`src/rtl/core/bgi_pkg.sv`:
```
// ----------------------------------------------------------------------------
// bgi_pkg
// Shared types and codes of the bilinear grid interpolator.
// ----------------------------------------------------------------------------
package bgi_pkg;

    // fixed field widths
    localparam int LP_FUNC_W   = 2;
    localparam int LP_INDEX_W  = 4;
    localparam int LP_DATA_W   = 32;
    localparam int LP_COUNT_W  = 5;
    localparam int LP_STATUS_W = 2;

    // defaults and fixed arithmetic range
    localparam int LP_MAX_BREAKS = 16;
    localparam int LP_VALUE_WIDTH = 32;
    localparam logic [LP_COUNT_W-1:0] LP_COUNT_RESET = LP_COUNT_W'(16);

    // item functions
    localparam logic [LP_FUNC_W-1:0] FN_GRID  = 2'd0;
    localparam logic [LP_FUNC_W-1:0] FN_XBRK  = 2'd1;
    localparam logic [LP_FUNC_W-1:0] FN_YBRK  = 2'd2;
    localparam logic [LP_FUNC_W-1:0] FN_QUERY = 2'd3;

    // result status
    localparam logic [LP_STATUS_W-1:0] ST_OK        = 2'd0;
    localparam logic [LP_STATUS_W-1:0] ST_OUTSIDE   = 2'd1;
    localparam logic [LP_STATUS_W-1:0] ST_ZERO_AREA = 2'd2;
    localparam logic [LP_STATUS_W-1:0] ST_SAT       = 2'd3;

    // configuration register indexes
    localparam logic CFG_X_COUNT = 1'b0;
    localparam logic CFG_Y_COUNT = 1'b1;

    // one queued item
    typedef struct packed {
        logic [LP_FUNC_W-1:0]         func;
        logic [LP_INDEX_W-1:0]        row_index;
        logic [LP_INDEX_W-1:0]        col_index;
        logic signed [LP_DATA_W-1:0]  write_value;
        logic signed [LP_DATA_W-1:0]  query_x;
        logic signed [LP_DATA_W-1:0]  query_y;
    } t_item;

endpackage

```
`src/rtl/core/bgi_front.sv`:
```
// ----------------------------------------------------------------------------
// bgi_front
// Accepts items, drops writes whose index is out of range and queues the
// rest in a two-entry queue for the back end.
// ----------------------------------------------------------------------------
module bgi_front import bgi_pkg::*; #(
    parameter int MAX_BREAKS = LP_MAX_BREAKS
) (
    input  logic                          i_clk,
    input  logic                          i_rst_n,
    input  logic                          i_valid,
    output logic                          o_stall,
    input  logic [LP_FUNC_W-1:0]          i_func,
    input  logic [LP_INDEX_W-1:0]         i_row_index,
    input  logic [LP_INDEX_W-1:0]         i_col_index,
    input  logic signed [LP_DATA_W-1:0]   i_write_value,
    input  logic signed [LP_DATA_W-1:0]   i_query_x,
    input  logic signed [LP_DATA_W-1:0]   i_query_y,
    output logic                          o_q_valid,
    output t_item                         o_q_item,
    input  logic                          i_q_pop
);

    localparam int QDEPTH = 2;

    t_item       r_mem [QDEPTH];
    logic        r_wp;
    logic        r_rp;
    logic [1:0]  r_cnt;
    logic        w_keep;
    logic        w_push;
    t_item       w_item;

    // classify: writes beyond the store are dropped
    always_comb begin
        case (i_func)
            FN_GRID:  w_keep = (int'(i_row_index) < MAX_BREAKS) &&
                               (int'(i_col_index) < MAX_BREAKS);
            FN_XBRK:  w_keep = int'(i_col_index) < MAX_BREAKS;
            FN_YBRK:  w_keep = int'(i_row_index) < MAX_BREAKS;
            default:  w_keep = 1'b1;
        endcase
    end

    assign w_item.func        = i_func;
    assign w_item.row_index   = i_row_index;
    assign w_item.col_index   = i_col_index;
    assign w_item.write_value = i_write_value;
    assign w_item.query_x     = i_query_x;
    assign w_item.query_y     = i_query_y;

    assign o_stall   = (r_cnt == 2'(QDEPTH));
    assign w_push    = i_valid && !o_stall && w_keep;
    assign o_q_valid = (r_cnt != 2'd0);
    assign o_q_item  = r_mem[r_rp];

    // queue pointers
    always_ff @(posedge i_clk) begin
        if (!i_rst_n) begin
            r_wp  <= 1'b0;
            r_rp  <= 1'b0;
            r_cnt <= 2'd0;
        end else begin
            if (w_push) r_wp <= ~r_wp;
            if (i_q_pop) r_rp <= ~r_rp;
            r_cnt <= r_cnt + 2'(w_push) - 2'(i_q_pop);
        end
    end

    // queue storage
    always_ff @(posedge i_clk) begin
        if (w_push) r_mem[r_wp] <= w_item;
    end

endmodule

```
`config.mk`:
```
export PLATFORM = sky130hd
export DESIGN_NAME = bgi_front
export DESIGN_NICKNAME = d
export VERILOG_FILES = /design/src/rtl/core/bgi_pkg.sv /design/src/rtl/core/bgi_front.sv
export SDC_FILE = /design/constraint.sdc
export NUM_CORES = 1
export LEC_CHECK = 0
export BUFFER_PORTS_ARGS = -buffer_cell sky130_fd_sc_hd__buf_2
export CORE_MARGIN = 10
export CORE_UTILIZATION = 54
export CTS_BUF_LIST = sky130_fd_sc_hd__clkbuf_16
export DETAILED_ROUTE_END_ITERATION = 8
export PLACE_DENSITY = 0.82
export SETUP_SLACK_MARGIN = 0.2
export SKIP_CTS_REPAIR_TIMING = 1
export SYNTH_ARGS = -nofsm -noshare
export SYNTH_HDL_FRONTEND = slang
export SYNTH_SLANG_ARGS = --single-unit
```
`constraint.sdc`:
```
create_clock -name i_clk -period 14.8 [get_ports i_clk]
set_input_delay 1.48 -clock i_clk [delete_from_list [all_inputs] [get_ports i_clk]]
set_output_delay 1.48 -clock i_clk [all_outputs]
set_load 0.005 [all_outputs]
```
# After elaboration in Yosys (flattened, before gate mapping)

Memory sizes are Yosys's and may differ from the RTL's. A register that Yosys moved wholly into a read port is not among the register bits.
Index checks and enable logic that the tools add are counted.

Register bits after elaboration: 4
Memory bits (writable): 212
Input bits: 110
Output and inout port bits: 108
Logic and storage cells: 16
Memories: 1

Add/subtract/negate cells: 2
Eq/ne operators: 1
Multiplexer cells: 4
Bitwise logic cells: 2
Reductions and logical operators: 3

Memory list:

| memory | words | bits a word | rd ports | clocked after Yosys merged registers in | wr ports | line            | text |
|---|---|---|---|---|---|---|---|
| r_mem  | 2     | 106         | 1        | 1                                       | 1        | bgi_front.sv:26 | `t_item r_mem [QDEPTH];` |

Operator list:

| cell                 | number |
|---|---|
| $mux W1              | 4 |
| $add A2 B1 Y2        | 1 |
| $eq A2 B2 Y1 const B | 1 |
| $not A1 Y1           | 2 |
| $reduce_bool A2 Y1   | 1 |
| $sub A2 B1 Y2        | 1 |
| $logic_and A1 B1 Y1  | 1 |
| $logic_not A1 Y1     | 1 |

# Logic depth before layout (Yosys ltp)

Gate-level depths: netlist of run 1.

Word-level depth: 5
Gate-level depth with buffers: 8

# Worst setup path before layout of run 1

OpenSTA, ideal clock, no wires.

Kind: input to register
From: in i_valid
To: mem r_mem[0][0] (netlist bit), enable pin
Library setup time: 0.572 ns
Data arrival time: 5.984 ns
Required time: 14.228 ns
Setup slack: 8.245 ns
Stages on the path: 2
Path buffers: 0
Cell sequence: nand2_1 > nor2_1

Cells in the longest elaborated chain, start to end: 3

Ends and longest elaborated chain:

| what                          | line            | text |
|---|---|---|
| from (decl)                   | bgi_front.sv:11 | `input logic i_valid,` |
| $logic_and A1 B1 Y1           | bgi_front.sv:53 | `assign w_push = i_valid && !o_stall && w_keep;` |
| $mux W1                       | bgi_front.sv:72 | `if (w_push) r_mem[r_wp] <= w_item;` |
| $mux W1 (not written as such) | bgi_front.sv:72 |  |
| to (decl)                     | bgi_front.sv:26 |  |

No other way between the ends.

==> parameters.txt, run 1 <==
Parameter                              Value

Route
  Iter 0 DRT Violations    between 150 and 200
  DRT antenna net count    0
  Wire length reported by the detailed router    ~16000 µm
  Detailed-route wire length per cell    between 20 and 25 µm
  Vias per inst    5.184
  DRC violation count after routing    0
  Total via count in the routed design    4080
  Total iterations of the first detailed-routing run    4

Clocking
  Clock tree from TritonCTS    yes
  Clock root buffer    clkbuf_16
  Buffers from clock root to sink, at most    3
  Later-pin clock latency in the skew report    between 0.4 and 0.5 ns
  Clock sink count    217
  Number of buffers created by CTS    22
  Maximum level of the CTS H-tree    1
  Clk pin slew, worst setup/hold paths    0.06 ns

Synth
  Yosys cell types    17
  Number of enable flip-flop cells after synthesis    212
  Top cells by area in the synthesized netlist    edfxtp_1, mux2_2, mux2_4, dfxtp_1, buf_6
  Post-synthesis average cell area    between 20 and 25 µm²
  Warnings from Yosys    0
  Top-area cell type share of the netlist area    0.7924
  Cell count after synthesis    around 360
  Sequential cell area fraction in the yosys report    0.8049
  Async S/R FF share, synth    0
  Cell Area, Synth    8034 µm²
  Net count of the mapped netlist    about 470
  Main synth FF type    edfxtp_1
  Total of flip-flops plus latches after synthesis    roughly 220
  Biggest area consumer among synthesized cells    edfxtp_1
  Most numerous cell types in the synthesized netlist    edfxtp_1, mux2_2, mux2_4
  Most frequently used cell type in the post-synthesis netlist    edfxtp_1

GRT
  Antenna violations before repair    1
  Combined global-route utilization of all metal layers    0.1490
  Global route overflow    0
  Largest net degree at the start of global routing    77
  Global-route wire length before repair    24010 µm
  Via count of the first global-routing pass    4577

STA
  Accumulated negative setup slack    0 ns
  Max frequency    around 0.24 GHz
  Max transition margin    0.2298
  Transition time at the pin with the least slew margin    1.153 ns
  Part of the cycle the worst path needs    0.2850
  Final worst path period need    4.218 ns
  Worst Setup Slack, final    about 11 ns
  Count of endpoints failing hold in the final timing report    0
  Setup Viol. Count Final    0
  RSZ-0062 raised after global routing    no
  Total count of max-transition violations in the final report    0
  Clk_skew    approximately 0.0060 ns

Placement
  Area post-placement    ~9300 µm²
  Placed cells    747
  Pre-CTS setup slack    10.88 ns
  Half-perimeter wire length after detailed placement    11080 µm
  Weighted congestion reported at the end of routability-driven placement    about 0.73
  Buffers on Ports    217

Critical path
  Type of the worst setup path    flop to primary output
  Critical path endpoint category    primary output
  Critical path data arrival time    2.74 ns
  Biggest fanout along the worst timing path    76
  Required time at the worst-slack endpoint    13.32 ns
  Critical-path cell with the highest stage delay    buf_4
  Ordered cell list for the critical path    buf_4 > mux2_2 > buf_2
  Reg2Reg Depth    4
  Critical Path Source Type    flop
  Slowest stage delay, CP    between 0.8 and 0.9 ns

Cells and area
  Area growth, synth to finish    24.98%
  Filler cells    939
  Number of cells in the finished layout apart from fillers    just under 800
  Share of layout cells above drive strength 1    0.6013
  Post-layout net count    699
  Final non-filler cell area    between 10000 and 15000 µm²
  Multi-input logic area    1471 µm²
  Area taken by flip-flops and latches    6470 µm²

Pwr
  Switching part of the total    0.2220
  Sequential cell fraction of total power    0.504
  Comb pwr share    0.148
  Switch Pwr    355.5 µW
  Worst-case vdd ir drop    0.1371 mV
  Power per cell area    159.5 nW/µm²
  P_leak    3.911 nW
  Cell-internal power    between 1 and 1.5 mW
  Share of power burned in the clock network    0.349

Floorplan
  Starting Density    0.5528
  Area of the die    ~20000 µm²
  DIE WIDTH    142.0 µm
  Boundary pin count    218
  Number of standard-cell rows in the floorplan    44
  Core Box Area    14530 µm²
  Die height    between 100 and 150 µm

Run
  Max-cap violations    0

Worst hold path
  Hold crit path type    flop to flop
  Hold depth    2

Status
  Result of the run    complete, no violations
-- cells in the final DEF, fill, tap and decap left out --
master,instances
and2_1,1
dfxtp_1,4
clkinv_1,1
buf_2,217
mux2_4,40
diode_2,1
mux2i_1,1
dfxtp_4,1
clkinv_2,5
buf_4,3
xor2_1,1
clkbuf_16,23
and3_4,1
xnor2_1,2
edfxtp_1,212
ha_1,2
nor2_1,3
mux2_2,66
bufinv_16,4
or2_2,1
inv_1,9
nand2_1,2
nand2b_1,2
nor2_4,1
-- metrics by stage --
stage / total power, mW / util / hold WS [ns]
final: 1.601 / 0.6909 / 0.5190
after global routing: 1.674 / 0.6909 / 0.5704
after CTS: 1.622 / 0.6907 / 0.5218
after detailed placement: 1.062 / 0.6393 / 0.5025
after global placement: 1.050 / 0.6393 / 0.4924
after floorplan: 0.9584 / - / 0.4549
-- critical path, delay by kind of cell, from the launching register on --
kind,cells,cell delay (ns)
mux,1,0.44
flops,1,0.69
buf+inv,2,1.03
-- power by group through the flow --
stage	logic [mW]	registers, mW	clock network, mW
finish	0.237	0.806	0.558
global route	0.259	0.814	0.601
CTS	0.244	0.808	0.571
detailed placement	0.242	0.820	0
global placement	0.237	0.813	0
floorplan	0.139	0.819	0
-- cell families (layout without fill, tap and decap cells) --
kind of cell	count (synthesis)	in the layout	share of synthesized area
xor+xnor	3	3	0.003271
fa+ha+maj	2	2	0.003114
buf+inv	15	262	0.01355
flops	217	217	0.8049
mux	107	107	0.1685
other cells	0	1	0
simple gates	11	11	0.006698
-- flip-flops by register name, summed over array words and instances, names as in the netlist, named ones only --
signal and flops:
r_mem 212, r_wp 1, r_cnt 2, r_rp 1
-- cell type report --
class / instances / area share
sequential: 217 / 0.6444
multi-input combinational: 123 / 0.1465
timing repair buffer: 220 / 0.1104
clock buffer: 23 / 0.05732
tap: 184 / 0.02293
clock inverter: 16 / 0.01707
inverter: 3 / 0.001121
antenna: 1 / 0.0002492
-- routing by layer --
metal / track usage / up-vias / part of all wire
met3: 0.06409 / 30 / 0.10
li1: - / 1869 / -
met5: 0 / - / 0
met2: 0.2460 / 172 / 0.48
met4: 0.04196 / 0 / 0.018
met1: 0.1745 / 2009 / 0.39
-- final timing paths --
check                              start            to  slack (ns)
worst min register to register      r_rp          r_rp        0.52
worst max-delay path                flop  o_q_item[23]       10.58
worst min-delay path                r_rp          r_rp        0.52
worst max register to register  r_cnt[0]  r_mem[0][22]       11.95
Note: power is estimated with default switching activity, not from simulation.
==> run 2, diff against run 1 <==
Settings changed: ABC_AREA from default to 1, CORE_UTILIZATION 54 to 52, PLACE_DENSITY 0.82 to 0.79.
Clock period 14.8 ns to 4 ns, I/O delays scaled along.
==> run 2 against run 1 <==
  * Register-to-register slack worse by 10 ns
  * Cell area about the same
  * Utilization down 3.0 points
  * First-iteration DRC count down 8.1%
  * Combinational power up 150%
  * Die area up 3.4%
  * Critical path depth unchanged
  * Worst hold slack worse by 0.42 ns
  * Setup slack worse by 9.3 ns
  * Wire length up 3.8%
  * Global-route usage up 0.17 points
==> parameters.txt, run 2 <==
Parameter                              Value

Critical path
  Ordered cell list for the critical path    buf_12 > mux2_2 > buf_2
  Reg2Reg Depth    5 (+1)
  WP buf/inv    2 (unchanged)
  Top cell family by delay on the critical path    flip-flops
  Slowest stage delay, CP    0.91 ns (+0.02 ns)
  Required time at the worst-slack endpoint    3.60 ns (-9.72 ns)
  Count of cell instances traversed by the critical path    3 (unchanged)
  Critical R2R Capture    r_mem[1][88]
  Critical path data arrival time    2.36 ns (-0.38 ns)
  Source of the worst register-to-register timing path    r_cnt[0]
  Critical path endpoint category    primary output
  Critical Path Source Type    flop
  Critical-path cell with the highest stage delay    dfxtp_4
  Type of the worst setup path    flop to primary output
  Destination of the critical timing path    o_q_item[41]
  FF-to-FF setup slack    1.83 ns (-10.12 ns)
  Biggest fanout along the worst timing path    60 (-21%)

Synth
  Dominant combinational cell family by area after synthesis    multiplexers
  Top cells by area in the synthesized netlist    edfxtp_1, mux2_2, mux2_4, dfxtp_1, buf_6
  Number of enable flip-flop cells after synthesis    212 (unchanged)
  Post-synthesis share of cell area spent on xor and xnor gates    0 (-0.003271)
  Net count of the mapped netlist    476 (+1.9%)
  Post-synthesis mux area share    0.1672 (-0.001350)
  Most numerous cell types in the synthesized netlist    edfxtp_1, mux2_2, mux2_4
  Synthesized-area fraction occupied by adder cells    0.003113 (about the same)
  Most frequently used cell type in the post-synthesis netlist    edfxtp_1
  Cell count after synthesis    364 (+2.5%)
  Cell Area, Synth    8039 µm² (about the same)
  Biggest area consumer among synthesized cells    edfxtp_1
  Main synth FF type    edfxtp_1
  Warnings from Yosys    0 (unchanged)
  Total of flip-flops plus latches after synthesis    217 (unchanged)
  Top-area cell type share of the netlist area    0.7919 (about the same)
  Post-synthesis average cell area    22.09 µm² (-2.4%)
  Async S/R FF share, synth    0 (unchanged)
  Synthesized-area fraction occupied by ao, oa, aoi and oai cells    0.001245 (+0.001245)
  Yosys cell types    12 (-5)
  Post-synthesis simple-gate area fraction    0.008716 (+0.002019)
  Sequential cell area fraction in the yosys report    0.8044 (about the same)

Clocking
  Clock root buffer    clkbuf_16
  Clock sink count    217 (unchanged)
  Buffers from clock root to sink, at most    3 (unchanged)
  Later-pin clock latency in the skew report    0.49 ns (about the same)
  Number of buffers created by CTS    23 (+4.5%)
  Clk pin slew, worst setup/hold paths    0.06 ns (about the same)
  Clock tree from TritonCTS    yes
  Maximum level of the CTS H-tree    1 (unchanged)

Floorplan
  Boundary pin count    218 (unchanged)
  Core Box Area    15200 µm² (+4.6%)
  Number of standard-cell rows in the floorplan    45 (+2.3%)
  DIE WIDTH    144.3 µm (+1.7%)
  Die height    144.3 µm (+1.7%)
  Area of the die    20830 µm² (+3.4%)
  Starting Density    0.5288 (-0.02397)

STA
  Max frequency    between 0.3 and 0.4 GHz
  RSZ-0062 raised after global routing    no
  Transition time at the pin with the least slew margin    0.9838 ns (-0.1687 ns)
  Final worst path period need    approximately 2.8 ns
  Accumulated negative setup slack    0 ns (unchanged)
  Setup Viol. Count Final    0 (unchanged)
  Count of endpoints failing hold in the final timing report    0 (unchanged)
  Max transition margin    0.3441 (+0.1143)
  Part of the cycle the worst path needs    0.6911
  Total count of max-transition violations in the final report    0 (unchanged)
  Clk_skew    0.005998 ns (-0.00003054 ns)

Run
  Max-cap violations    0 (unchanged)

GRT
  Combined global-route utilization of all metal layers    0.1507 (+0.001743)
  Via count of the first global-routing pass    4624 (+1.0%)
  Global-route wire length before repair    24340 µm (+1.4%)
  Largest net degree at the start of global routing    77 (unchanged)
  Global route overflow    0 (unchanged)
  Antenna violations before repair    4 (+3)

Worst hold path
  Origin of the worst min-delay path    i_write_value[11]
  Hold crit path type    primary input to flop

Route
  Vias per inst    5.083 (-1.9%)
  Total via count in the routed design    4082 (+0.049%)
  Iter 0 DRT Violations    182 (-8.1%)
  DRT antenna net count    0 (unchanged)
  DRC violation count after routing    0 (unchanged)
  Wire length reported by the detailed router    16400 µm (+3.8%)
  Total iterations of the first detailed-routing run    4 (unchanged)
  Detailed-route wire length per cell    20.43 µm (+1.8%)

Pwr
  Power per cell area    529.2 nW/µm² (+230%)
  P_leak    3.911 nW (about the same)
  Total power    5.318 mW (+230%)
  Worst-case vdd ir drop    0.3493 mV (+150%)

Placement
  Weighted congestion reported at the end of routability-driven placement    0.7428 (+1.5%)
  Buffers on Ports    217 (unchanged)
  Half-perimeter wire length after detailed placement    11520 µm (+3.9%)

Cells and area
  Largest register by flop count    r_mem
  Final core occ    0.6611 (-0.02979)
  Flip-flop count of the largest register, all copies and words added    212 (unchanged)
  Filler cells    1011 (+7.7%)
  Share of layout cells above drive strength 1    0.5889 (-0.01242)
  Commonest cells after routing, fill and taps aside    buf_2, edfxtp_1, mux2_2
  Area growth, synth to finish    25.01% (about the same)
  Most frequent standard cell in the layout excluding fill and tap cells    buf_2
  Post-layout net count    712 (+1.9%)
  Largest registers in the final layout    r_mem: 212 flops, r_cnt: 2 flops

Status
  Result of the run    complete, no violations
[run 2: changes by cell type in the layout (fill, tap and decap cells not counted), sizes merged, moves of 2 or more]
cell    previous run  this run
xnor2              2         0
bufinv             4         2
nor2               4         6
nand3              0         2
buf              220       223
nand2              2        10
clkinv             6         8
nand2b             2         0
inv                9        11
a21oi              0         2
[run 2: kinds of logic (layout without fill, tap and decap cells)]
logic type,count (synthesis),count (layout)
buf+inv,19,268
flops,217,217
fa+ha+maj,2,2
simple gates,18,18
mux,106,106
other cells,0,2
compound gates,2,2
[run 2: worst min path at each step]
| stage | to | cells past startpoint |
|---|---|---|
| floorplan | flop | 2 |
| global placement | r_rp | 2 |
| detailed placement | flop | 2 |
| CTS | r_mem[0][33] | 1 |
| global route | r_mem[1][32] | 1 |
| finish | r_mem[0][75] | 1 |
[run 2: per-stage QoR]
| step | hold slack (ns) | area, µm² | setup slack [ns] | instances |
|---|---|---|---|---|
| after CTS | 0.07907 | 10040 | 1.189 | 801 |
| after detailed placement | 0.4922 | 9346 | 1.707 | 763 |
| final | 0.09793 | 10050 | 1.236 | 803 |
| after global routing | 0.08064 | 10050 | 1.098 | 802 |
| after floorplan | 0.4635 | 8041 | 0.2686 | 364 |
| after global placement | 0.4795 | 9346 | 1.760 | 763 |
[run 2: layer usage]
metal  GRT usage  share of wire  vias up
met5           0         0.0018        -
met4     0.03989          0.021        4
met1      0.1679           0.38     1974
met3     0.06068           0.10       34
met2      0.2621           0.49      168
li1            -              -     1902
[run 2: area by class of cell]
type	count	area, µm²	share of cell area
timing repair buffer	223	1156	0.1150
tap	188	235.2	0.02341
clock inverter	15	122.6	0.01220
multi-input combinational	128	1456	0.1449
clock buffer	23	575.6	0.05727
antenna	2	5.005	0.0004980
inverter	7	28.78	0.002864
sequential	217	6470	0.6438
[run 2: power by group]
group          total [mW]  leakage (nW)  switching (mW)  internal (mW)
sequential           2.79          2.02          0.0649           2.72
combinational       0.581          1.54           0.288          0.293
clock                1.95         0.351           0.782           1.17
